===== config.mk =====
export PLATFORM = sky130hd
export DESIGN_NAME = sudoku_backtracking_solver_unit_flat
export DESIGN_NICKNAME = d
export VERILOG_FILES = /design/src/hdl/sbs_pkg.sv /design/src/hdl/sbs_if.sv /design/src/hdl/sbs_ram.sv /design/src/hdl/sudoku_backtracking_solver_unit.sv /design/src/flat_wrapper.sv
export VERILOG_INCLUDE_DIRS = /design/src /design/src/hdl
export SDC_FILE = /design/constraint.sdc
export NUM_CORES = 1
export LEC_CHECK = 0
export BUFFER_PORTS_ARGS = -buffer_cell sky130_fd_sc_hd__buf_2
export CAP_MARGIN = 20
export CELL_PAD_IN_SITES_DETAIL_PLACEMENT = 0
export CELL_PAD_IN_SITES_GLOBAL_PLACEMENT = 1
export CORE_MARGIN = 5
export CORE_UTILIZATION = 31
export DETAILED_ROUTE_END_ITERATION = 7
export PLACE_DENSITY_LB_ADDON = 0.1
export SLEW_MARGIN = 5
export SYNTH_ARGS = -nofsm -noshare
export SYNTH_HDL_FRONTEND = slang
export SYNTH_SLANG_ARGS = --single-unit

===== constraint.sdc =====
create_clock -name clock -period 17.9 [get_ports clock]
set_input_delay 3.58 -clock clock [delete_from_list [all_inputs] [get_ports clock]]
set_output_delay 3.58 -clock clock [all_outputs]
set_load 0.05 [all_outputs]

===== src/hdl/assert_macros.svh =====
// Assertion helpers for the RTL. Define NO_ASSERTIONS to drop them.
`ifndef ASSERT_MACROS_SVH
`define ASSERT_MACROS_SVH
`ifndef NO_ASSERTIONS
// Property that must hold at every rising clock edge outside of reset.
`define SVA_ALWAYS(lbl, clk, rst, prop, msg) \
   lbl: assert property (@(posedge clk) disable iff (rst) (prop)) else $error(msg);
// Implication checked from one edge to the next.
`define SVA_NEXT(lbl, clk, rst, ante, cons, msg) \
   lbl: assert property (@(posedge clk) disable iff (rst) (ante) |=> (cons)) else $error(msg);
`else
`define SVA_ALWAYS(lbl, clk, rst, prop, msg)
`define SVA_NEXT(lbl, clk, rst, ante, cons, msg)
`endif
`endif


===== src/hdl/sbs_pkg.sv =====
`timescale 1ns / 1ps
package sbs_pkg;
   localparam int DIGIT_W = 4;
   localparam int CMD_W   = 2;
   localparam int COORD_W = 4;

   localparam logic [CMD_W-1:0] CMD_LOAD  = 2'd0;
   localparam logic [CMD_W-1:0] CMD_SOLVE = 2'd1;
   localparam logic [CMD_W-1:0] CMD_READ  = 2'd2;

   localparam logic STATUS_SOLVED = 1'b0;
   localparam logic STATUS_NONE   = 1'b1;

   typedef enum logic [2:0] {
      ST_IDLE,
      ST_READ_WAIT,
      ST_SCAN_RD,
      ST_SCAN_CHK,
      ST_PEER,
      ST_PICK,
      ST_BACK,
      ST_BACK_CHK
   } state_type;
endpackage


===== src/hdl/sbs_if.sv =====
`timescale 1ns / 1ps
interface sbs_req_if;
   logic                      valid;
   logic                      ready;
   logic [sbs_pkg::CMD_W-1:0]   command;
   logic [sbs_pkg::COORD_W-1:0] row_index;
   logic [sbs_pkg::COORD_W-1:0] col_index;
   logic [sbs_pkg::DIGIT_W-1:0] cell_value;
   modport source (output valid, command, row_index, col_index, cell_value, input ready);
   modport sink (input valid, command, row_index, col_index, cell_value, output ready);
endinterface

interface sbs_rsp_if;
   logic                        valid;
   logic                        ready;
   logic [sbs_pkg::DIGIT_W-1:0] read_value;
   logic                        status;
   modport source (output valid, read_value, status, input ready);
   modport sink (input valid, read_value, status, output ready);
endinterface


===== src/hdl/sbs_ram.sv =====
`timescale 1ns / 1ps
module sbs_ram #(
   parameter int WIDTH = 8,
   parameter int DEPTH = 16
) (
   input  logic                     clock,
   input  logic                     wr_en,
   input  logic [$clog2(DEPTH)-1:0] wr_addr,
   input  logic [WIDTH-1:0]         wr_data,
   input  logic [$clog2(DEPTH)-1:0] rd_addr,
   output logic [WIDTH-1:0]         rd_data
);
   logic [WIDTH-1:0] mem_ff [DEPTH];

   always_ff @(posedge clock) begin
      if (wr_en) begin
         mem_ff[wr_addr] <= wr_data;
      end
      rd_data <= mem_ff[rd_addr];
   end
endmodule


===== src/hdl/sudoku_backtracking_solver_unit.sv =====
`timescale 1ns / 1ps
// Sudoku solver with a depth-first backtracking search.
// The req channel carries load, solve and read transactions; the rsp channel
// returns one transaction for each solve (status) and each read (read_value).
// A load returns nothing. A read value passes through the registered read
// port of the grid memory and then the rsp register. A solve is data dependent:
// every trial cell costs one scan of its 3*SIDE peers through the single read
// port of the grid memory, and each cell skipped or passed while stepping back
// costs one more read of it.
// The block takes no new transaction while a solve or read is in progress.
// A result waits in the rsp register; while it is not taken the block still
// accepts a transaction in the same cycle that the waiting result leaves.
// Reset clears the grid and the given marks at once through per-cell valid
// bits; there is no clearing pass.
module sudoku_backtracking_solver_unit #(
   parameter int BOX_SIZE = 3
) (
   input  logic clock,
   input  logic reset,
   sbs_req_if.sink   req_chan,
   sbs_rsp_if.source rsp_chan
);
   import sbs_pkg::*;
   `include "assert_macros.svh"

   localparam int SIDE   = BOX_SIZE * BOX_SIZE;
   localparam int NCELLS = SIDE * SIDE;
   localparam int PEERS  = 3 * SIDE;
   localparam int CELL_W = $clog2(NCELLS);
   localparam int CUR_W  = $clog2(NCELLS + 1);
   localparam int PEER_W = $clog2(PEERS + 1);

   state_type state_ff, state_in;
   logic [CUR_W-1:0]   cursor_ff, cursor_in;
   logic [DIGIT_W-1:0] cand_ff, cand_in;
   logic [SIDE-1:0]    mask_ff, mask_in;
   logic [PEER_W-1:0]  peer_ff, peer_in;
   logic               acc_ff, acc_in;
   logic               inside_ff, inside_in;
   logic               sel_valid_ff;
   logic               rsp_valid_ff, rsp_valid_in;
   logic [DIGIT_W-1:0] rsp_value_ff, rsp_value_in;
   logic               rsp_status_ff, rsp_status_in;
   logic [NCELLS-1:0]  cell_valid_ff;

   logic                 wr_en;
   logic [CELL_W-1:0]    wr_addr, rd_addr;
   logic [DIGIT_W:0]     wr_data, rd_data;
   logic [DIGIT_W-1:0]   cell_digit;
   logic                 cell_given;
   logic                 req_inside;
   logic [CELL_W-1:0]    req_idx;
   logic [CELL_W-1:0]    cur_cell, cur_row, cur_col, box_row, box_col, peer_addr;

   // Quotient by a constant through a row of parallel compares.
   function automatic logic [CUR_W-1:0] quot_const(logic [CUR_W-1:0] value, int divisor,
                                                    int limit);
      logic [CUR_W-1:0] q;
      q = '0;
      for (int k = 1; k <= limit; k++) begin
         if (int'(value) >= k * divisor) q = CUR_W'(k);
      end
      return q;
   endfunction

   sbs_ram #(.WIDTH(DIGIT_W + 1), .DEPTH(NCELLS)) u_grid (
      .clock   (clock),
      .wr_en   (wr_en),
      .wr_addr (wr_addr),
      .wr_data (wr_data),
      .rd_addr (rd_addr),
      .rd_data (rd_data)
   );

   // A cell never written since reset reads as empty and not given.
   assign cell_digit = sel_valid_ff ? rd_data[DIGIT_W-1:0] : '0;
   assign cell_given = sel_valid_ff & rd_data[DIGIT_W];

   assign req_inside = (req_chan.row_index < SIDE) && (req_chan.col_index < SIDE);
   assign req_idx    = CELL_W'(req_chan.row_index * SIDE + req_chan.col_index);

   assign cur_cell = cursor_ff[CELL_W-1:0];
   assign cur_row  = CELL_W'(quot_const(cursor_ff, SIDE, SIDE));
   assign cur_col  = CELL_W'(int'(cursor_ff) - int'(cur_row) * SIDE);
   assign box_row  = CELL_W'(int'(quot_const(CUR_W'(cur_row), BOX_SIZE, BOX_SIZE)) * BOX_SIZE);
   assign box_col  = CELL_W'(int'(quot_const(CUR_W'(cur_col), BOX_SIZE, BOX_SIZE)) * BOX_SIZE);

   // Peers in order: the row, then the column, then the box.
   always_comb begin
      logic [PEER_W-1:0] j;
      logic [CUR_W-1:0]  jq;
      j  = '0;
      jq = '0;
      if (peer_ff < SIDE) begin
         peer_addr = CELL_W'(cur_row * SIDE + peer_ff);
      end else if (peer_ff < 2 * SIDE) begin
         peer_addr = CELL_W'((peer_ff - SIDE) * SIDE + cur_col);
      end else begin
         j  = PEER_W'(peer_ff - 2 * SIDE);
         jq = quot_const(CUR_W'(j), BOX_SIZE, BOX_SIZE);
         peer_addr = CELL_W'((int'(box_row) + int'(jq)) * SIDE + int'(box_col) +
                             int'(j) - int'(jq) * BOX_SIZE);
      end
   end

   always_ff @(posedge clock) begin
      if (reset) begin
         state_ff      <= ST_IDLE;
         cursor_ff     <= '0;
         cand_ff       <= '0;
         peer_ff       <= '0;
         acc_ff        <= 1'b0;
         rsp_valid_ff  <= 1'b0;
         cell_valid_ff <= '0;
         sel_valid_ff  <= 1'b0;
      end else begin
         state_ff     <= state_in;
         cursor_ff    <= cursor_in;
         cand_ff      <= cand_in;
         peer_ff      <= peer_in;
         acc_ff       <= acc_in;
         rsp_valid_ff <= rsp_valid_in;
         sel_valid_ff <= cell_valid_ff[rd_addr];
         if (wr_en) begin
            cell_valid_ff[wr_addr] <= 1'b1;
         end
      end
   end

   always_ff @(posedge clock) begin
      mask_ff       <= mask_in;
      inside_ff     <= inside_in;
      rsp_value_ff  <= rsp_value_in;
      rsp_status_ff <= rsp_status_in;
   end

   always_comb begin
      logic found;
      logic [DIGIT_W-1:0] pick;
      found         = 1'b0;
      pick          = '0;
      state_in      = state_ff;
      cursor_in     = cursor_ff;
      cand_in       = cand_ff;
      mask_in       = mask_ff;
      peer_in       = peer_ff;
      acc_in        = 1'b0;
      inside_in     = inside_ff;
      rsp_valid_in  = rsp_valid_ff && !rsp_chan.ready;
      rsp_value_in  = rsp_value_ff;
      rsp_status_in = rsp_status_ff;
      wr_en         = 1'b0;
      wr_addr       = cur_cell;
      wr_data       = '0;
      rd_addr       = cur_cell;
      req_chan.ready = 1'b0;

      // Fold in the peer digit read in the previous cycle.
      if (acc_ff && cell_digit != 0 && cell_digit <= SIDE) begin
         mask_in = mask_ff | (SIDE'(1) << (cell_digit - 1'b1));
      end

      case (state_ff)
         ST_IDLE: begin
            req_chan.ready = !rsp_valid_ff || rsp_chan.ready;
            if (req_chan.valid && req_chan.ready) begin
               case (req_chan.command)
                  CMD_LOAD: begin
                     if (req_inside) begin
                        wr_en   = 1'b1;
                        wr_addr = req_idx;
                        wr_data = {req_chan.cell_value != 0, req_chan.cell_value};
                     end
                  end
                  CMD_SOLVE: begin
                     cursor_in = '0;
                     state_in  = ST_SCAN_RD;
                  end
                  CMD_READ: begin
                     rd_addr   = req_inside ? req_idx : '0;
                     inside_in = req_inside;
                     state_in  = ST_READ_WAIT;
                  end
                  default: begin
                  end
               endcase
            end
         end
         ST_READ_WAIT: begin
            rsp_valid_in  = 1'b1;
            rsp_value_in  = inside_ff ? cell_digit : '0;
            rsp_status_in = STATUS_SOLVED;
            state_in      = ST_IDLE;
         end
         ST_SCAN_RD: begin
            if (cursor_ff == NCELLS) begin
               rsp_valid_in  = 1'b1;
               rsp_value_in  = '0;
               rsp_status_in = STATUS_SOLVED;
               cand_in       = '0;
               state_in      = ST_IDLE;
            end else begin
               state_in = ST_SCAN_CHK;
            end
         end
         ST_SCAN_CHK: begin
            if (cell_digit != 0) begin
               cursor_in = CUR_W'(cursor_ff + 1'b1);
               state_in  = ST_SCAN_RD;
            end else begin
               cand_in  = DIGIT_W'(1);
               peer_in  = '0;
               mask_in  = '0;
               state_in = ST_PEER;
            end
         end
         ST_PEER: begin
            if (peer_ff < PEERS) begin
               rd_addr = peer_addr;
               peer_in = PEER_W'(peer_ff + 1'b1);
               acc_in  = 1'b1;
            end else begin
               state_in = ST_PICK;
            end
         end
         ST_PICK: begin
            for (int d = SIDE; d >= 1; d--) begin
               if (DIGIT_W'(d) >= cand_ff && !mask_ff[d-1]) begin
                  found = 1'b1;
                  pick  = DIGIT_W'(d);
               end
            end
            if (found) begin
               wr_en     = 1'b1;
               wr_data   = {1'b0, pick};
               cand_in   = pick;
               cursor_in = CUR_W'(cursor_ff + 1'b1);
               state_in  = ST_SCAN_RD;
            end else begin
               state_in = ST_BACK;
            end
         end
         ST_BACK: begin
            if (cursor_ff == 0) begin
               rsp_valid_in  = 1'b1;
               rsp_value_in  = '0;
               rsp_status_in = STATUS_NONE;
               cand_in       = '0;
               state_in      = ST_IDLE;
            end else begin
               cursor_in = CUR_W'(cursor_ff - 1'b1);
               rd_addr   = CELL_W'(cursor_ff - 1'b1);
               state_in  = ST_BACK_CHK;
            end
         end
         ST_BACK_CHK: begin
            if (cell_given) begin
               state_in = ST_BACK;
            end else begin
               wr_en   = 1'b1;
               wr_data = '0;
               if (cell_digit >= DIGIT_W'(SIDE)) begin
                  state_in = ST_BACK;
               end else begin
                  cand_in  = DIGIT_W'(cell_digit + 1'b1);
                  peer_in  = '0;
                  mask_in  = '0;
                  state_in = ST_PEER;
               end
            end
         end
         default: begin
            state_in = ST_IDLE;
         end
      endcase
   end

   assign rsp_chan.valid      = rsp_valid_ff;
   assign rsp_chan.read_value = rsp_value_ff;
   assign rsp_chan.status     = rsp_status_ff;

   `SVA_ALWAYS(a_ready_idle, clock, reset, !req_chan.ready || state_ff == ST_IDLE,
      "ready raised outside idle")
   `SVA_ALWAYS(a_cursor_range, clock, reset, cursor_ff <= NCELLS, "cursor past grid")
   `SVA_ALWAYS(a_peer_range, clock, reset, state_ff != ST_PEER || peer_ff <= PEERS,
      "peer counter overran")
   `SVA_NEXT(a_read_resp, clock, reset, state_ff == ST_READ_WAIT,
      rsp_valid_ff && state_ff == ST_IDLE, "read result not presented")
endmodule

===== src/flat_wrapper.sv =====
// flat-port wrapper written by rule: the top's interface ports become plain ports
module sudoku_backtracking_solver_unit_flat import sbs_pkg::*;
#(
   parameter int BOX_SIZE = 3
)
  (clock, reset, req_chan_valid, req_chan_command, req_chan_row_index, req_chan_col_index, req_chan_cell_value, req_chan_ready, rsp_chan_valid, rsp_chan_read_value, rsp_chan_status, rsp_chan_ready);
  sbs_req_if req_chan_i ();
  sbs_rsp_if rsp_chan_i ();
  input  logic clock;
  input  logic reset;
  input wire logic [$bits(req_chan_i.valid)-1:0] req_chan_valid;
  input wire logic [$bits(req_chan_i.command)-1:0] req_chan_command;
  input wire logic [$bits(req_chan_i.row_index)-1:0] req_chan_row_index;
  input wire logic [$bits(req_chan_i.col_index)-1:0] req_chan_col_index;
  input wire logic [$bits(req_chan_i.cell_value)-1:0] req_chan_cell_value;
  output wire logic [$bits(req_chan_i.ready)-1:0] req_chan_ready;
  output wire logic [$bits(rsp_chan_i.valid)-1:0] rsp_chan_valid;
  output wire logic [$bits(rsp_chan_i.read_value)-1:0] rsp_chan_read_value;
  output wire logic [$bits(rsp_chan_i.status)-1:0] rsp_chan_status;
  input wire logic [$bits(rsp_chan_i.ready)-1:0] rsp_chan_ready;
  assign req_chan_i.valid = req_chan_valid;
  assign req_chan_i.command = req_chan_command;
  assign req_chan_i.row_index = req_chan_row_index;
  assign req_chan_i.col_index = req_chan_col_index;
  assign req_chan_i.cell_value = req_chan_cell_value;
  assign req_chan_ready = req_chan_i.ready;
  assign rsp_chan_valid = rsp_chan_i.valid;
  assign rsp_chan_read_value = rsp_chan_i.read_value;
  assign rsp_chan_status = rsp_chan_i.status;
  assign rsp_chan_i.ready = rsp_chan_ready;
  sudoku_backtracking_solver_unit #(.BOX_SIZE(BOX_SIZE)) u_core (.clock(clock), .reset(reset), .req_chan(req_chan_i), .rsp_chan(rsp_chan_i));
endmodule

==> run_results.csv <==
group,metric,value,unit
global_route,overflow,0,
critical_path,cp.depth,39,
die,io_pins,25,
die,die_w,296.7,µm
final_layout,drive_gt1_share,8.162,%
drt,routed_via_density,5.214,
logic_synthesis,synthArstFlopShare,0,%
power,vdd_ir_drop_max,0.06860,mV
drt,highest_layer,"met4",
min_path,worstHoldStart,"u_core.cell_valid_ff[9]$_SDFFE_PP0P_",
drt,drt-pass1-iter-count,5,
global_route,antenna_found_initial,0,
clock_network,clkTransAtPathRegs,60,ps
final_layout,postLayoutCellArea,28510,µm²
logic_synthesis,mappedNetlistNets,2478,
drt,wl,82.51,mm
drt,drt_iter0_markers,1215,
logic_synthesis,yosysTopAreaCell,"edfxtp_1",
logic_synthesis,synth-edff-count,411,
clock_network,insertion_delay,620,ps
clock_network,cts_hold_buf,0,
place,placed_area,26700,µm²
timing,period_share,64.42,%
global_route,grt_usage,18.08,%
min_path,hold_end,"u_core.cell_valid_ff[9]$_SDFFE_PP0P_",
die,placementRows,105,
logic_synthesis,synth_common_cells,"edfxtp_1 (411), nand2_1 (392), nor2_1 (247), nand3_1 (175), a21oi_1 (130)",
timing,hold_violations,0,
logic_synthesis,ys_ff_latch,528,
final_layout,nets,2468,
critical_path,critical_path_class,"reg -> reg",
drt,wl_met2,38.06,mm
clock_network,cts_setup_buffers,0,
logic_synthesis,syn-instance-count,2355,
drt,wl_met3,3.787,mm
critical_path,rrSetupSlack,6370,ps
die,initial_utilization,31.14,%
timing,slew_headroom,24.50,%
critical_path,end_kind,"flip-flop",
critical_path,crit_path_max_fanout,19,
timing,min_period,11530,ps
logic_synthesis,synth_top_area_share,48.42,%
critical_path,worstPathArrival,12060,ps
clock_network,clk_path_buf_depth,3,
critical_path,crit_family,"compound AO/OA/AOI/OAI gates",
drt,vias,18034,
critical_path,r2r_cells,39,
global_route,grt_pass1_wl,121.9,mm
die,core_area,81850,µm²
job,drv_cap,0,
critical_path,slowest_stage,"dfxtp_1",
final_layout,n_fill_cell,8162,
die,die-area,88060,µm²
critical_path,r2r_end,"u_core.sel_valid_ff$_SDFF_PP0_",
logic_synthesis,synthFlopType,"edfxtp_1",
logic_synthesis,synth_area_leaders,"edfxtp_1 (48%), dfxtp_1 (9.2%), nand2_1 (5.8%)",
critical_path,crit_path_start_kind,"flip-flop",
logic_synthesis,yosysMostFrequentCell,"edfxtp_1",
timing,rsz0062_at_grt,"false",
min_path,holdPathStages,2,
timing,setup_slack,6368,ps
timing,drv_slew,0,
timing,tns,0,ps
clock_network,clock_sink_count,528,
clock_network,cts_tree,"built",
logic_synthesis,yosys_warnings,0,
timing,hold_slack,469.6,ps
power,leakage,10.56,nW
drt,wire_per_inst,23.85,µm
clock_network,numCtsBuffers,59,
timing,worstMarginPinSlew,1130,ps
critical_path,slowest_delay,780,ps
drt,route.detailed.drc,0,
min_path,worstHoldPathType,"reg -> reg",
global_route,grt_start_max_net_pins,88,
final_layout,instances_no_fill,3459,
critical_path,critical_path_buf_inv_count,5,
critical_path,crit_required,18430,ps
logic_synthesis,synth_seq_area_share,57.61,%
die,die_y,296.7,µm
drt,wl_met1,38.34,mm
place,dp.cells,3354,
logic_synthesis,synth_cell_types,80,
global_route,grt_pass1_vias,17867,
final_layout,synthToLayoutAreaGrowth,11.85,%
place,io_buffers,24,
timing,skew,11.21,ps
power,p_per_area,90.94,nW/µm²
place,hpwl,54.11,mm
logic_synthesis,syn_avg_cell_area,10.82,µm²
place,globalplace.congestion,0.8013,
critical_path,timing.rr.start,"u_core.cur_cell[1]$_SDFFE_PP0P_",
timing,setup_viol,0,
final_layout,seq_area,14680,µm²
final_layout,multiInputGateArea,9888,µm²
place,post-place-ws,6574,ps
logic_synthesis,synth_area,25490,µm²
clock_network,cts_resized,0,
status,status,"finished, final reports clean",
drt,postRouteAntennaNets,0,
clock_network,htree_levels,2,
final_layout,diodes,0,
clock_network,cts-root-buf,"clkbuf_16",
timing,fmax,86.72,MHz
## layout by cell type (no fill, tap or decap), drive strengths merged, types with 9 or more instances in the layout
cell type  synthesis  final
nand4             14     14
clkbuf            49     75
fa                22     22
o21ai             43     43
nand3            176    176
a32oi             21     21
nor2             247    247
nand2            392    392
dfxtp            117    117
a221oi            24     24
a22oi             13     13
xor2              11     11
o22ai              9      9
a31oi             34     34
o31ai             10     10
o21ba             18     18
and3              19     19
edfxtp           411    411
buf               83     61
nor3              23     23
nor2b             15     15
o221ai            14     14
inv               91     91
a21o              14     14
a21oi            130    130
mux2i             98     98
a211oi             9      9
xnor2             34     34
or3               11     11
ha                83     83
nand2b             9      9
clkinv             3     29
## stage by stage
stage	util, %	power [W]
after global placement	32.56	0.001467
final	34.83	0.002593
after global routing	34.83	0.002685
after detailed placement	32.62	0.001467
after floorplan	-	0.001419
after CTS	34.83	0.002626
## area by class of cell
type	instances	area share, %
clock inverter	30	0.7548
inverter	94	1.255
sequential	528	51.50
timing repair buffer	61	1.501
multi-input combinational	1601	34.68
clock buffer	75	5.608
tap	1070	4.696
## power by group
part	internal (W)	leakage, nW	switching [W]
clock network	0.000655	0.890	0.000497
registers	0.00131	5.10	0.00000812
logic	0.0000341	4.57	0.0000852
## state kept, by name, indices dropped and copies added, names as in the netlist, 3 cells and up
register                    flops
u_core.u_grid.mem_ff          405
u_core.cell_valid_ff           81
u_core.mask_ff                  9
u_core.cur_cell                 7
u_core.peer_ff                  5
u_core.u_grid.rd_data           5
u_core.cand_ff                  4
u_core.rsp_chan.read_value      4
u_core.state_ff                 3
## worst min-delay path: stages, from the launching register on
cell     delay [ps]
dfxtp_1         320
a21oi_1          50
nor2_1           70
## worst max-delay path by stage
stage | from | to | slack (ps)
final | u_core.cur_cell[1]$_SDFFE_PP0P_ | u_core.sel_valid_ff$_SDFF_PP0_ | 6370
after global routing | u_core.cur_cell[1]$_SDFFE_PP0P_ | u_core.sel_valid_ff$_SDFF_PP0_ | 5920
after CTS | u_core.cur_cell[1]$_SDFFE_PP0P_ | u_core.u_grid.rd_data[3]$_DFF_P_ | 6510
after detailed placement | u_core.cur_cell[1]$_SDFFE_PP0P_ | u_core.u_grid.rd_data[3]$_DFF_P_ | 6570
after global placement | u_core.cur_cell[1]$_SDFFE_PP0P_ | u_core.u_grid.rd_data[1]$_DFF_P_ | 6490
after floorplan | u_core.cur_cell[1]$_SDFFE_PP0P_ | u_core.u_grid.rd_data[1]$_DFF_P_ | 8950
## metal layers
| layer | track usage [%] | up-vias |
|---|---|---|
| li1 | - | 8506 |
| met1 | 25.50 | 8962 |
| met2 | 29.25 | 450 |
| met3 | 2.549 | 116 |
| met4 | 5.171 | 0 |
| met5 | 0 | - |
## cells by family (layout without fill, tap and decap cells)
logic type      count (synthesis)  in the layout  synth area share, %
compound gates                408            408                10.99
xor+xnor                       45             45                1.546
fa+ha+maj                     105            105                5.802
buf+inv                       226            260                3.956
flops                         528            528                57.61
mux                           102            102                4.025
simple gates                  941            941                16.07
No activity file was read; power rests on OpenSTA's default activity.
